==> src/sv/sfls_pkg.sv <==
// Shared types and constants for the supervisory-frame link setup block.
// No dependencies; every other file but sv/sfls_if.sv imports this package.
package sfls_pkg;

  localparam logic [7:0] FRAME_FLAG = 8'h7E;

  // Command codes of an input word
  localparam logic [1:0] CMD_START = 2'd0;
  localparam logic [1:0] CMD_BYTE  = 2'd1;
  localparam logic [1:0] CMD_TICK  = 2'd2;

  // Link states
  localparam logic [1:0] LS_IDLE = 2'd0;
  localparam logic [1:0] LS_WAIT = 2'd1;
  localparam logic [1:0] LS_CONN = 2'd2;
  localparam logic [1:0] LS_FAIL = 2'd3;

  // Configuration register indexes
  localparam int CFG_IDX_W = 3;
  localparam int CFG_DATA_W = 16;
  localparam logic [CFG_IDX_W-1:0] CFG_ROLE          = 3'd0;
  localparam logic [CFG_IDX_W-1:0] CFG_TIMEOUT_TICKS = 3'd1;
  localparam logic [CFG_IDX_W-1:0] CFG_MAX_ATTEMPTS  = 3'd2;
  localparam logic [CFG_IDX_W-1:0] CFG_ADDRESS_BYTE  = 3'd3;
  localparam logic [CFG_IDX_W-1:0] CFG_SET_CONTROL   = 3'd4;
  localparam logic [CFG_IDX_W-1:0] CFG_UA_CONTROL    = 3'd5;

  // Register reset values
  localparam logic        RST_ROLE          = 1'b0;
  localparam logic [15:0] RST_TIMEOUT_TICKS = 16'd3;
  localparam logic [3:0]  RST_MAX_ATTEMPTS  = 4'd3;
  localparam logic [7:0]  RST_ADDRESS_BYTE  = 8'h03;
  localparam logic [7:0]  RST_SET_CONTROL   = 8'h03;
  localparam logic [7:0]  RST_UA_CONTROL    = 8'h07;

  localparam logic [2:0] FRAME_LAST_IDX = 3'd4;

  localparam int QUEUE_DEPTH_DEFAULT = 2;

  typedef struct packed {
    logic        role;
    logic [15:0] timeout_ticks;
    logic [3:0]  max_attempts;
    logic [7:0]  address_byte;
    logic [7:0]  set_control;
    logic [7:0]  ua_control;
  } cfg_t;

  // One job handed from the front to the back: what to emit for one input
  typedef struct packed {
    logic       send;
    logic [7:0] ctl;
    logic [7:0] addr;
    logic [1:0] link_state;
    logic [3:0] attempts;
  } job_t;

endpackage

==> src/sv/sfls_if.sv <==
// Valid/ready channel interfaces for input and result words.
// Depends on nothing; payload widths follow the block's field list.
interface sfls_in_if;
  logic       valid;
  logic       ready;
  logic [1:0] command;
  logic [7:0] rx_byte;

  modport source (output valid, command, rx_byte, input ready);
  modport sink   (input valid, command, rx_byte, output ready);
endinterface

interface sfls_out_if;
  logic       valid;
  logic       ready;
  logic       tx_valid;
  logic [7:0] tx_byte;
  logic       last;
  logic [1:0] link_state;
  logic [3:0] attempts_used;

  modport source (output valid, tx_valid, tx_byte, last, link_state, attempts_used,
                  input ready);
  modport sink   (input valid, tx_valid, tx_byte, last, link_state, attempts_used,
                  output ready);
endinterface

==> src/sv/supervision_frame_link_setup.sv <==
// Link establishment over a byte link with five-byte supervisory frames
// (flag, address, control, address XOR control, flag). Each input word is a
// start command, one received byte or one timer tick. The front end takes a
// word whenever the job queue has room, updates the parser, link state,
// attempt counter and tick timer, and queues one job. The back end drives
// results one per cycle while jobs wait and out_ch.ready is high: one result
// with tx_valid low, or the five bytes of a SET or UA frame with last on the
// fifth. An input that sends a frame therefore takes five results and any
// other input one; the back-end serializer sets the sustained rate, and the
// queue of QueueDepth jobs lets inputs keep arriving while a frame goes out.
// Configuration registers are written through cfg_we/cfg_index/cfg_data.
module supervision_frame_link_setup
  import sfls_pkg::*;
#(
  parameter int QueueDepth = QUEUE_DEPTH_DEFAULT
) (
  input  logic                  clk,
  input  logic                  rst,
  input  logic                  cfg_we,
  input  logic [CFG_IDX_W-1:0]  cfg_index,
  input  logic [CFG_DATA_W-1:0] cfg_data,
  sfls_in_if.sink               in_ch,
  sfls_out_if.source            out_ch
);

  cfg_t cfg;
  job_t front_job;
  job_t q_job;
  logic q_full;
  logic q_empty;
  logic q_pop;
  logic accept;

  // Configuration registers; unknown indexes are dropped
  always_ff @(posedge clk) begin
    if (rst) begin
      cfg.role          <= RST_ROLE;
      cfg.timeout_ticks <= RST_TIMEOUT_TICKS;
      cfg.max_attempts  <= RST_MAX_ATTEMPTS;
      cfg.address_byte  <= RST_ADDRESS_BYTE;
      cfg.set_control   <= RST_SET_CONTROL;
      cfg.ua_control    <= RST_UA_CONTROL;
    end else if (cfg_we) begin
      case (cfg_index)
        CFG_ROLE:          cfg.role          <= cfg_data[0];
        CFG_TIMEOUT_TICKS: cfg.timeout_ticks <= cfg_data;
        CFG_MAX_ATTEMPTS:  cfg.max_attempts  <= cfg_data[3:0];
        CFG_ADDRESS_BYTE:  cfg.address_byte  <= cfg_data[7:0];
        CFG_SET_CONTROL:   cfg.set_control   <= cfg_data[7:0];
        CFG_UA_CONTROL:    cfg.ua_control    <= cfg_data[7:0];
        default: ;
      endcase
    end
  end

  // Accept a word whenever the queue can take its job
  assign in_ch.ready = !q_full;
  assign accept      = in_ch.valid && in_ch.ready;

  sfls_front u_front (
    .clk     (clk),
    .rst     (rst),
    .cfg     (cfg),
    .accept  (accept),
    .command (in_ch.command),
    .rx_byte (in_ch.rx_byte),
    .job     (front_job)
  );

  sfls_queue #(
    .Depth (QueueDepth)
  ) u_queue (
    .clk      (clk),
    .rst      (rst),
    .push     (accept),
    .push_job (front_job),
    .full     (q_full),
    .pop      (q_pop),
    .pop_job  (q_job),
    .empty    (q_empty)
  );

  sfls_back u_back (
    .clk     (clk),
    .rst     (rst),
    .q_job   (q_job),
    .q_empty (q_empty),
    .q_pop   (q_pop),
    .out_ch  (out_ch)
  );

  // A result without a frame byte is always the only result of its word
  a_idle_single: assert property (@(posedge clk) disable iff (rst)
    (out_ch.valid && !out_ch.tx_valid) |-> out_ch.last)
    else $error("idle result not marked last");

  // Every frame ends on a flag byte
  a_frame_end_flag: assert property (@(posedge clk) disable iff (rst)
    (out_ch.valid && out_ch.tx_valid && out_ch.last) |-> (out_ch.tx_byte == FRAME_FLAG))
    else $error("frame does not end with a flag");

  // A frame in progress keeps going without a gap
  a_frame_continues: assert property (@(posedge clk) disable iff (rst)
    (out_ch.valid && out_ch.ready && !out_ch.last) |=> (out_ch.valid && out_ch.tx_valid))
    else $error("frame interrupted");

  // The queue never pops when empty
  a_no_empty_pop: assert property (@(posedge clk) disable iff (rst)
    q_pop |-> !q_empty)
    else $error("pop from empty queue");

endmodule

==> src/sv/sfls_front.sv <==
// Front end: frame parser, link state, attempt counter and tick timer.
// Uses sfls_pkg; produces one job per accepted input word.
module sfls_front
  import sfls_pkg::*;
(
  input  logic       clk,
  input  logic       rst,
  input  cfg_t       cfg,
  input  logic       accept,
  input  logic [1:0] command,
  input  logic [7:0] rx_byte,
  output job_t       job
);

  localparam logic [2:0] PS_START = 3'd0;
  localparam logic [2:0] PS_FLAG  = 3'd1;
  localparam logic [2:0] PS_ADDR  = 3'd2;
  localparam logic [2:0] PS_CTRL  = 3'd3;
  localparam logic [2:0] PS_BCC   = 3'd4;

  logic [2:0]  parse_state, parse_state_next;
  logic [1:0]  link_status, link_status_next;
  logic [3:0]  timeout_count, timeout_count_next;
  logic [15:0] tick_timer, tick_timer_next;

  logic        tx_role;
  logic [7:0]  want;
  logic        frame_done;
  logic [15:0] timer_dec;
  logic [3:0]  count_inc;
  logic        send;
  logic [7:0]  ctl;

  assign tx_role   = !cfg.role;
  assign want      = tx_role ? cfg.ua_control : cfg.set_control;
  assign timer_dec = (tick_timer != 16'd0) ? tick_timer - 16'd1 : 16'd0;
  assign count_inc = (timeout_count == 4'hF) ? timeout_count : timeout_count + 4'd1;

  always_comb begin
    parse_state_next   = parse_state;
    link_status_next   = link_status;
    timeout_count_next = timeout_count;
    tick_timer_next    = tick_timer;
    frame_done         = 1'b0;
    send               = 1'b0;
    ctl                = cfg.set_control;
    case (command)
      CMD_START: begin
        timeout_count_next = 4'd0;
        link_status_next   = LS_WAIT;
        if (tx_role) begin
          tick_timer_next = cfg.timeout_ticks;
          send            = 1'b1;
        end
      end
      CMD_BYTE: begin
        if (link_status == LS_WAIT) begin
          case (parse_state)
            PS_START: begin
              if (rx_byte == FRAME_FLAG) parse_state_next = PS_FLAG;
            end
            PS_FLAG: begin
              if (rx_byte == cfg.address_byte) parse_state_next = PS_ADDR;
              else if (rx_byte != FRAME_FLAG) parse_state_next = PS_START;
            end
            PS_ADDR: begin
              if (rx_byte == want) parse_state_next = PS_CTRL;
              else if (rx_byte == FRAME_FLAG) parse_state_next = PS_FLAG;
              else parse_state_next = PS_START;
            end
            PS_CTRL: begin
              if (rx_byte == (cfg.address_byte ^ want)) parse_state_next = PS_BCC;
              else if (rx_byte == FRAME_FLAG) parse_state_next = PS_FLAG;
              else parse_state_next = PS_START;
            end
            PS_BCC: begin
              parse_state_next = PS_START;
              frame_done       = (rx_byte == FRAME_FLAG);
            end
            default: parse_state_next = PS_START;
          endcase
          if (frame_done) begin
            link_status_next = LS_CONN;
            tick_timer_next  = 16'd0;
            if (!tx_role) begin
              send = 1'b1;
              ctl  = cfg.ua_control;
            end
          end
        end
      end
      CMD_TICK: begin
        if (tx_role && link_status == LS_WAIT) begin
          tick_timer_next = timer_dec;
          if (timer_dec == 16'd0) begin
            timeout_count_next = count_inc;
            if (count_inc >= cfg.max_attempts) begin
              link_status_next = LS_FAIL;
            end else begin
              tick_timer_next = cfg.timeout_ticks;
              send            = 1'b1;
            end
          end
        end
      end
      default: ;
    endcase
  end

  always_ff @(posedge clk) begin
    if (rst) begin
      parse_state   <= PS_START;
      link_status   <= LS_IDLE;
      timeout_count <= 4'd0;
      tick_timer    <= 16'd0;
    end else if (accept) begin
      parse_state   <= parse_state_next;
      link_status   <= link_status_next;
      timeout_count <= timeout_count_next;
      tick_timer    <= tick_timer_next;
    end
  end

  assign job.send       = send;
  assign job.ctl        = ctl;
  assign job.addr       = cfg.address_byte;
  assign job.link_state = link_status_next;
  assign job.attempts   = timeout_count_next;

endmodule

==> src/sv/sfls_queue.sv <==
// Short job queue between front and back.
// Uses sfls_pkg for job_t; depth set by the Depth parameter (at least 2).
module sfls_queue
  import sfls_pkg::*;
#(
  parameter int Depth = QUEUE_DEPTH_DEFAULT
) (
  input  logic clk,
  input  logic rst,
  input  logic push,
  input  job_t push_job,
  output logic full,
  input  logic pop,
  output job_t pop_job,
  output logic empty
);

  localparam int PtrW = $clog2(Depth);
  localparam int CntW = $clog2(Depth + 1);
  localparam logic [PtrW-1:0] LastPtr = PtrW'(Depth - 1);
  localparam logic [CntW-1:0] FullCnt = CntW'(Depth);

  job_t            mem [Depth];
  logic [PtrW-1:0] wr_ptr;
  logic [PtrW-1:0] rd_ptr;
  logic [CntW-1:0] count;

  assign full    = (count == FullCnt);
  assign empty   = (count == '0);
  assign pop_job = mem[rd_ptr];

  always_ff @(posedge clk) begin
    if (push) mem[wr_ptr] <= push_job;
  end

  always_ff @(posedge clk) begin
    if (rst) begin
      wr_ptr <= '0;
      rd_ptr <= '0;
      count  <= '0;
    end else begin
      if (push) wr_ptr <= (wr_ptr == LastPtr) ? '0 : wr_ptr + PtrW'(1);
      if (pop)  rd_ptr <= (rd_ptr == LastPtr) ? '0 : rd_ptr + PtrW'(1);
      if (push && !pop)      count <= count + CntW'(1);
      else if (pop && !push) count <= count - CntW'(1);
    end
  end

endmodule

==> src/sv/sfls_back.sv <==
// Back end: turns one job into one idle result or the five bytes of a frame.
// Uses sfls_pkg; holds the current job in a register that drives the output.
module sfls_back
  import sfls_pkg::*;
(
  input  logic     clk,
  input  logic     rst,
  input  job_t     q_job,
  input  logic     q_empty,
  output logic     q_pop,
  sfls_out_if.source out_ch
);

  logic       busy;
  job_t       cur;
  logic [2:0] idx;
  logic       is_last;
  logic       done;

  assign is_last = !cur.send || (idx == FRAME_LAST_IDX);
  assign done    = out_ch.valid && out_ch.ready && is_last;
  assign q_pop   = !q_empty && (!busy || done);

  always_ff @(posedge clk) begin
    if (rst) begin
      busy <= 1'b0;
      idx  <= 3'd0;
    end else if (q_pop) begin
      busy <= 1'b1;
      idx  <= 3'd0;
    end else if (done) begin
      busy <= 1'b0;
      idx  <= 3'd0;
    end else if (out_ch.valid && out_ch.ready) begin
      idx <= idx + 3'd1;
    end
  end

  always_ff @(posedge clk) begin
    if (q_pop) cur <= q_job;
  end

  always_comb begin
    case (idx)
      3'd0:    out_ch.tx_byte = FRAME_FLAG;
      3'd1:    out_ch.tx_byte = cur.addr;
      3'd2:    out_ch.tx_byte = cur.ctl;
      3'd3:    out_ch.tx_byte = cur.addr ^ cur.ctl;
      default: out_ch.tx_byte = FRAME_FLAG;
    endcase
    if (!cur.send) out_ch.tx_byte = 8'd0;
  end

  assign out_ch.valid         = busy;
  assign out_ch.tx_valid      = cur.send;
  assign out_ch.last          = is_last;
  assign out_ch.link_state    = cur.link_state;
  assign out_ch.attempts_used = cur.attempts;

endmodule

==> src/flat_wrapper.sv <==
// flat-port wrapper written by rule: the top's interface ports become plain ports
module supervision_frame_link_setup_flat import sfls_pkg::*;
#(
  parameter int QueueDepth = QUEUE_DEPTH_DEFAULT
)
  (clk, rst, cfg_we, cfg_index, cfg_data, in_ch_valid, in_ch_command, in_ch_rx_byte, in_ch_ready, out_ch_valid, out_ch_tx_valid, out_ch_tx_byte, out_ch_last, out_ch_link_state, out_ch_attempts_used, out_ch_ready);
  sfls_in_if in_ch_i ();
  sfls_out_if out_ch_i ();
  input  logic clk;
  input  logic rst;
  input  logic cfg_we;
  input  logic [CFG_IDX_W-1:0] cfg_index;
  input  logic [CFG_DATA_W-1:0] cfg_data;
  input wire logic [$bits(in_ch_i.valid)-1:0] in_ch_valid;
  input wire logic [$bits(in_ch_i.command)-1:0] in_ch_command;
  input wire logic [$bits(in_ch_i.rx_byte)-1:0] in_ch_rx_byte;
  output wire logic [$bits(in_ch_i.ready)-1:0] in_ch_ready;
  output wire logic [$bits(out_ch_i.valid)-1:0] out_ch_valid;
  output wire logic [$bits(out_ch_i.tx_valid)-1:0] out_ch_tx_valid;
  output wire logic [$bits(out_ch_i.tx_byte)-1:0] out_ch_tx_byte;
  output wire logic [$bits(out_ch_i.last)-1:0] out_ch_last;
  output wire logic [$bits(out_ch_i.link_state)-1:0] out_ch_link_state;
  output wire logic [$bits(out_ch_i.attempts_used)-1:0] out_ch_attempts_used;
  input wire logic [$bits(out_ch_i.ready)-1:0] out_ch_ready;
  assign in_ch_i.valid = in_ch_valid;
  assign in_ch_i.command = in_ch_command;
  assign in_ch_i.rx_byte = in_ch_rx_byte;
  assign in_ch_ready = in_ch_i.ready;
  assign out_ch_valid = out_ch_i.valid;
  assign out_ch_tx_valid = out_ch_i.tx_valid;
  assign out_ch_tx_byte = out_ch_i.tx_byte;
  assign out_ch_last = out_ch_i.last;
  assign out_ch_link_state = out_ch_i.link_state;
  assign out_ch_attempts_used = out_ch_i.attempts_used;
  assign out_ch_i.ready = out_ch_ready;
  supervision_frame_link_setup #(.QueueDepth(QueueDepth)) u_core (.clk(clk), .rst(rst), .cfg_we(cfg_we), .cfg_index(cfg_index), .cfg_data(cfg_data), .in_ch(in_ch_i), .out_ch(out_ch_i));
endmodule
==> config.mk <==
export PLATFORM = sky130hd
export DESIGN_NAME = supervision_frame_link_setup_flat
export DESIGN_NICKNAME = d
export VERILOG_FILES = /design/src/sv/sfls_pkg.sv /design/src/sv/sfls_if.sv /design/src/sv/supervision_frame_link_setup.sv /design/src/sv/sfls_front.sv /design/src/sv/sfls_queue.sv /design/src/sv/sfls_back.sv /design/src/flat_wrapper.sv
export SDC_FILE = /design/constraint.sdc
export NUM_CORES = 1
export LEC_CHECK = 0
export ABC_AREA = 1
export BUFFER_PORTS_ARGS = -buffer_cell sky130_fd_sc_hd__buf_2
export CAP_MARGIN = 10
export CORE_MARGIN = 10
export CORE_UTILIZATION = 45
export CTS_BUF_LIST = sky130_fd_sc_hd__clkbuf_4 sky130_fd_sc_hd__clkbuf_8
export CTS_CLUSTER_DIAMETER = 60
export DETAILED_ROUTE_END_ITERATION = 16
export PLACE_DENSITY = 0.63
export SLEW_MARGIN = 20
export SYNTH_ARGS = -nofsm -noshare
export SYNTH_HDL_FRONTEND = slang
export SYNTH_SLANG_ARGS = --single-unit
==> constraint.sdc <==
create_clock -name clk -period 2.9 [get_ports clk]
set_input_delay 0.29 -clock clk [delete_from_list [all_inputs] [get_ports clk]]
set_output_delay 0.29 -clock clk [all_outputs]
set_load 0.03 [all_outputs]
==> impl_metrics.csv, run 1 <==
group,metric,value,unit
status,outcome,"complete, no violations",
sta,worst_slew_pin_slew,813,ps
floorplanning,core,16700,um2
critical_path,endpoint,"u_core.u_queue.mem[0][22]",
worst_hold_path,min_path_type,"in -> reg",
clocking,cts_tree,"done",
clocking,clock_latency,450,ps
pwr,vdd.ir_drop.worst,0.533,mV
route,route.vias.total,6522,
job,cap_viol_max_count,0,
sta,fin_setup_tns,0,ps
synthesis,synth_area,7710,um2
route,drt-initial-drc-count,590,
critical_path,cp.required,3180,ps
cells_and_area,fill_cells,1665,
cells_and_area,nets,1101,
critical_path,start_kind,"register",
placement,place_area,8200,um2
sta,maxSlewHeadroom,45.7,%
clocking,cts_made_buffers,17,
sta,fmax,0.390,GHz
pwr,power.density,802,nW/um2
global_routing,first_global_vias,6137,
cells_and_area,final_area,8640,um2
placement,post-place-cells,1251,
route,ant_nets,0,
cells_and_area,fin_util,51.7,%
critical_path,crit_path_start,"u_core.u_front.timeout_count[0]",
sta,rsz0062_at_grt,"no",
cells_and_area,drive_gt1_share,12.8,%
critical_path,ff2ff_setup_slack,330,ps
cells_and_area,diodes,0,
global_routing,grt_max_degree,62,
synthesis,synthesis.nets,1052,
global_routing,grt_pass1_wl,30.9,mm
cells_and_area,final_common_cell,"nand2_1",
critical_path,reg2reg_from,"u_core.u_front.timeout_count[0]",
clocking,cts_root_buf,"clkbuf_8",
placement,dp_hpwl,13.8,mm
critical_path,critPathArrivalTime,2850,ps
critical_path,crit_path_end_kind,"register",
placement,gp_congestion,0.906,
floorplanning,num_rows,47,
sta,hold_viol_final,0,
critical_path,reg2regPathDepth,15,
clocking,clkSlewWorstSetupHoldPaths,90,ps
route,drt-total-wl,18.7,mm
clocking,cts_max_path_buffers,2,
synthesis,ys_seq_elements,147,
synthesis,synth.distinct_cells,37,
global_routing,grt_usage,17.0,%
sta,timing.hold.ws,60.1,ps
synthesis,syn-mean-instance-area,7.71,um2
floorplanning,ios,52,
sta,fin_skew,12.6,ps
critical_path,path_class,"reg -> reg",
floorplanning,initial_core_util,46.2,%
cells_and_area,multiInputGateArea,3510,um2
route,routedWlPerCell,14.5,um
cells_and_area,area_delta_synth_final,12.0,%
clocking,cts_sinks,147,
pwr,leakage,0.00383,uW
sta,finalSetupViolCount,0,
global_routing,grt_antenna_before_repair,0,
placement,portBuffers,51,
critical_path,cp_max_fo,20,
sta,fin_crit_sh,88.5,%
cells_and_area,instances_no_fill,1283,
global_routing,grt_remaining_overflow,0,
cells_and_area,ff_latch_area,3630,um2
cells_and_area,final_cell_mix,"nand2_1 (285), inv_1 (104), o21ai_0 (94)",
sta,slew_violations,0,
synthesis,ys_seq_area_share,47.1,%
clocking,post-cts-setup-buffers,0,
synthesis,yosysWarnings,0,
clocking,cts.htree.levels,4,
clocking,hold_buffers,0,
route,drcViolationCount,0,
floorplanning,chipHeight,151,um
floorplanning,die_area,22800,um2
route,firstDrtPassIters,5,
critical_path,regToRegEndpoint,"u_core.u_queue.mem[0][22]",
route,post_drt_via_cell_ratio,5.08,
synthesis,syn_inst,1001,
sta,period_needed,2570,ps
floorplanning,die_w,151,um
==> area by class of cell <==
class	instances	area share, %
sequential	147	42.1
multi-input combinational	710	40.6
inverter	108	4.72
timing repair buffer	66	4.40
tap	220	3.19
clock buffer	17	2.71
clock inverter	15	2.25
==> worst min-delay path by stage <==
stage | start | end | slack [ps] | cells past startpoint
global route | cfg_data[9] | u_core.cfg[37] | 50 | 3
detailed placement | u_core.cfg[3] | u_core.cfg[3] | 460 | 2
global placement | u_core.cfg[3] | u_core.cfg[3] | 450 | 2
floorplan | cfg_data[0] | u_core.cfg[24] | 420 | 2
finish | cfg_data[9] | u_core.cfg[37] | 60 | 3
CTS | cfg_data[9] | u_core.cfg[37] | 30 | 3
==> Yosys cell counts, drive strengths merged <==
cell type	n	area [um2]
nor4b	1	8.76
nand4	28	175
clkinv	3	11.3
xor2	10	87.6
a31oi	1	6.26
ha	17	213
o21ai	96	480
edfxtp	69	2070
nand2	290	1110
buf	12	80.1
clkbuf	24	90.1
nand3	61	320
nor2	94	409
o22ai	1	6.26
and2	2	12.5
dfxtp	78	1560
nor3	8	40.0
or2	3	18.8
xnor2	16	140
inv	105	397
a21oi	69	368
o211ai	10	90.1
nor4	2	12.5
o21a	1	7.51
==> sequential cells by signal (all words and copies together), names as in the netlist <==
register	count
u_core.u_back.out_ch.valid	1
u_core.u_back.cur	16
u_core.u_queue.count	2
u_core.u_front.link_status	2
u_core.u_back.idx	3
u_core.u_back.out_ch.tx_valid	1
u_core.u_queue.mem	46
u_core.u_front.parse_state	3
u_core.u_back.out_ch.link_state	2
u_core.u_front.tick_timer	16
u_core.u_front.timeout_count	4
u_core.cfg	45
u_core.u_queue.wr_ptr	1
u_core.u_back.out_ch.attempts_used	4
u_core.u_queue.rd_ptr	1
==> timing repair <==
action	4_1_cts	5_1_grt
resized for setup	0	3
setup endpoints to repair	0	21
hold endpoints to repair	0	0
==> metrics by stage <==
step,worst slack (ps),power [uW]
after global placement,313,5250
after global routing,14.6,7440
final,333,6920
after floorplan,358,4630
after detailed placement,179,5260
after CTS,141,6970
==> routing by layer <==
| layer | vias up | wire length (um) | track usage (%) |
|---|---|---|---|
| met1 | 2959 | 8810 | 23.0 |
| met3 | 26 | 1040 | 3.82 |
| met2 | 150 | 8480 | 26.3 |
| met5 | - | 0 | 0 |
| met4 | 0 | 325 | 5.77 |
| li1 | 3387 | - | - |
==> critical path, stage by stage (launching register included) <==
cell and delay, ps:
dfxtp_2 380, ha_1 180, nand2_1 70, nor2_1 150
inv_1 100, nand2_1 80, o21ai_2 70, ha_1 320
inv_1 60, nor2_1 30, o211ai_1 150, nand3_1 100
buf_4 220, nor2_8 220, nand3_1 90, a31oi_1 180
==> cells by family after synthesis <==
kind of cell,count (synthesis),share of synthesized area [%]
AO/OA/AOI/OAI,178,12.4
AND/OR/NAND/NOR,489,27.3
flip-flops,147,47.1
XOR/XNOR,26,2.95
buffers and inverters,144,7.49
adder cells (fa/ha/maj),17,2.76
==> report_power, final <==
part | internal, uW | switching [uW] | total, uW
clock | 876 | 830 | 1710
combinational | 685 | 1700 | 2390
sequential | 2640 | 188 | 2830
total | 4200 | 2720 | 6920
No activity file was read; power rests on OpenSTA's default activity.
==> run 2, diff against run 1 <==
Settings changed: ABC_AREA 1 to default.
==> impl_metrics.csv, run 2 <==
group,metric,value,unit
critical_path,reg2regPathDepth,12,
cells_and_area,multiInputGateArea,3640,um2
sta,finalSetupViolCount,9,
sta,worst_slew_pin_slew,692,ps
route,firstDrtPassIters,5,
placement,place_area,8130,um2
critical_path,ff2ff_setup_slack,-30,ps
synthesis,ys_seq_elements,147,
synthesis,synth_most_common_cell,"nand2_1",
global_routing,grt_pass1_wl,29.0,mm
critical_path,cp.required,3250,ps
cells_and_area,ff_latch_area,3640,um2
placement,portBuffers,51,
worst_hold_path,hold_path_startpoint,"cfg_data[10]",
worst_hold_path,hold_end,"u_core.cfg[38]",
critical_path,regToRegEndpoint,"u_core.u_front.tick_timer[0]",
cells_and_area,largest_reg_flops,46,
pwr,vdd.ir_drop.worst,0.427,mV
floorplanning,ios,52,
worst_hold_path,hold_path_depth,3,
critical_path,crit_slowest_cell,"or4b_4",
floorplanning,die_w,148,um
route,drt-initial-drc-count,524,
cells_and_area,drive_gt1_share,25.7,%
critical_path,start_kind,"register",
synthesis,synth.distinct_cells,60,
critical_path,crit_path_end_kind,"register",
synthesis,synth_common_cells,"nand2_1 (132), dfxtp_1 (78), edfxtp_1 (69)",
synthesis,synth_ff_type,"dfxtp_1",
pwr,fin_total_pwr,6370,uW
clocking,cts_max_path_buffers,2,
clocking,cts_tree,"done",
cells_and_area,fill_cells,1493,
synthesis,synthesis.nets,814,
synthesis,syn_inst,763,
global_routing,grt_max_degree,63,
pwr,power.density,721,nW/um2
job,cap_viol_max_count,0,
synthesis,syn-mean-instance-area,9.71,um2
route,drt-total-wl,18.1,mm
clocking,cts_root_buf,"clkbuf_8",
route,drcViolationCount,0,
sta,fin_skew,8.58,ps
critical_path,critPathMaxStageDelay,490,ps
placement,dp_hpwl,13.3,mm
synthesis,yosysWarnings,0,
critical_path,path_class,"reg -> reg",
critical_path,path_cells,"inv_4 -> ha_4 -> or4b_4 -> o41a_1 -> a31oi_1 -> nand4_1 -> buf_6 -> a2111oi_4 -> buf_4 -> clkbuf_16 -> o21ai_1 -> a311oi_1",
route,ant_nets,0,
cells_and_area,nets,898,
sta,period_needed,2930,ps
route,met1Wirelength,8.30,mm
sta,rsz0062_at_grt,"yes",
route,post_drt_via_cell_ratio,5.49,
floorplanning,core,16000,um2
clocking,cts_sinks,147,
global_routing,grt_antenna_before_repair,0,
route,dr_wl_met3,1.01,mm
clocking,clkSlewWorstSetupHoldPaths,80,ps
worst_hold_path,min_path_type,"in -> reg",
sta,maxSlewHeadroom,53.8,%
cells_and_area,largest_register,"u_core.u_queue.mem",
synthesis,synth_area,7410,um2
cells_and_area,reg_top3,"u_core.u_queue.mem x46, u_core.cfg x45",
clocking,cts.htree.levels,4,
critical_path,critPathArrivalTime,3280,ps
synthesis,yosys-top-cells-area,"edfxtp_1 (28%), dfxtp_1 (21%), nand2_1 (6.7%), mux2_2 (4.9%), a21oi_1 (3.9%)",
synthesis,ys_seq_area_share,49.0,%
critical_path,cp_max_fo,6,
cells_and_area,final_common_cell,"nand2_1",
sta,setup_slack,-30.2,ps
route,routedWlPerCell,16.8,um
floorplanning,num_rows,46,
global_routing,grt_usage,16.3,%
sta,slew_violations,0,
route,dr.max_layer_used,"met4",
clocking,hold_buffers,0,
status,violations,"setup timing",
route,wl_met2,8.40,mm
floorplanning,initial_core_util,46.3,%
clocking,clock_latency,450,ps
status,outcome,"finished with violations",
critical_path,reg2reg_from,"u_core.u_front.tick_timer[1]",
synthesis,synth_top_cell_by_area,"edfxtp_1",
route,route.vias.total,5906,
sta,fin_crit_sh,101,%
cells_and_area,diodes,0,
placement,post-place-ws,-115,ps
floorplanning,die_area,22000,um2
sta,hold_viol_final,0,
sta,fmax,0.341,GHz
synthesis,async_flop_share,0,%
clocking,cts_made_buffers,17,
cells_and_area,final_cell_mix,"nand2_1 (131), dfxtp_1 (73), edfxtp_1 (69)",
placement,gp_congestion,0.925,
floorplanning,chipHeight,148,um
cells_and_area,final_area,8840,um2
global_routing,first_global_vias,5746,
cells_and_area,area_delta_synth_final,19.2,%
global_routing,grt_remaining_overflow,0,
synthesis,synth_edf_count,69,
pwr,leakage,0.00326,uW
synthesis,synth_top_cell_area_share,28.0,%
[run 2: cells by family after synthesis]
kind of cell,Yosys count,synth area share [%]
muxes,47,6.89
buffers and inverters,70,4.07
AOI/OAI and AO/OA,159,14.2
DFF,147,49.0
and+or+nand+nor,283,18.2
xor gates and xnor gates,40,4.73
adders and majority gates,17,2.87
[run 2: where the power goes]
part | internal [uW] | switching (uW) | total (uW)
combinational | 762 | 1150 | 1910
sequential | 2570 | 165 | 2730
clock | 926 | 802 | 1730
[run 2: layout make-up]
class | count | share of cell area (%)
Clock buffer | 20 | 3.04
Clock inverter | 12 | 1.90
Inverter | 25 | 1.09
Multi-Input combinational cell | 546 | 41.2
Sequential cell | 147 | 41.2
Tap cell | 216 | 3.06
Timing Repair Buffer | 110 | 8.51
[run 2: worst max-delay path by stage]
stage / depth (start not counted) / slack, ps / end / startpoint
3_5_place_dp: 9 / -110 / u_core.u_queue.mem[1][2] / u_core.u_front.tick_timer[1]
2_1_floorplan: 12 / -60 / u_core.u_queue.mem[0][22] / u_core.u_front.tick_timer[0]
3_3_place_gp: 12 / 20 / u_core.u_queue.mem[0][22] / u_core.u_front.timeout_count[0]
4_1_cts: 13 / -8 / u_core.u_queue.mem[1][22] / u_core.u_front.timeout_count[0]
6_report: 12 / -30 / u_core.u_front.tick_timer[0] / u_core.u_front.tick_timer[1]
5_1_grt: 12 / -150 / u_core.u_front.tick_timer[7] / u_core.u_front.tick_timer[1]
[run 2: per-stage QoR]
step | hold slack (ps) | setup TNS, ps | utilization, % | cells
2_1_floorplan | 408 | -111 | - | 763
3_3_place_gp | 448 | 0 | 50.8 | 1030
3_5_place_dp | 447 | -1530 | 50.8 | 1030
4_1_cts | 55.5 | -16.1 | 54.5 | 1071
5_1_grt | 66.9 | -2800 | 55.2 | 1076
6_report | 77.6 | -113 | 55.2 | 1076
[run 2: what timing repair did]
action	4_1_cts	5_1_grt
setup buffers	8	6
endpoints found under the setup margin	25	33
pin swaps	3	9
gates cloned	1	0
gates resized for setup	15	29
[run 2: worst max-delay path, delay by kind of cell (launching register included)]
family          cells  cell delay, ps
flops               1             370
simple gates        2             640
fa+ha+maj           1             120
compound gates      5            1160
buf+inv             4             550
[run 2: layer usage]
layer | vias to the layer above | GRT usage, %
li1 | 2919 | -
met1 | 2790 | 20.9
met2 | 170 | 26.1
met3 | 27 | 4.00
met4 | 0 | 5.70
met5 | - | 0
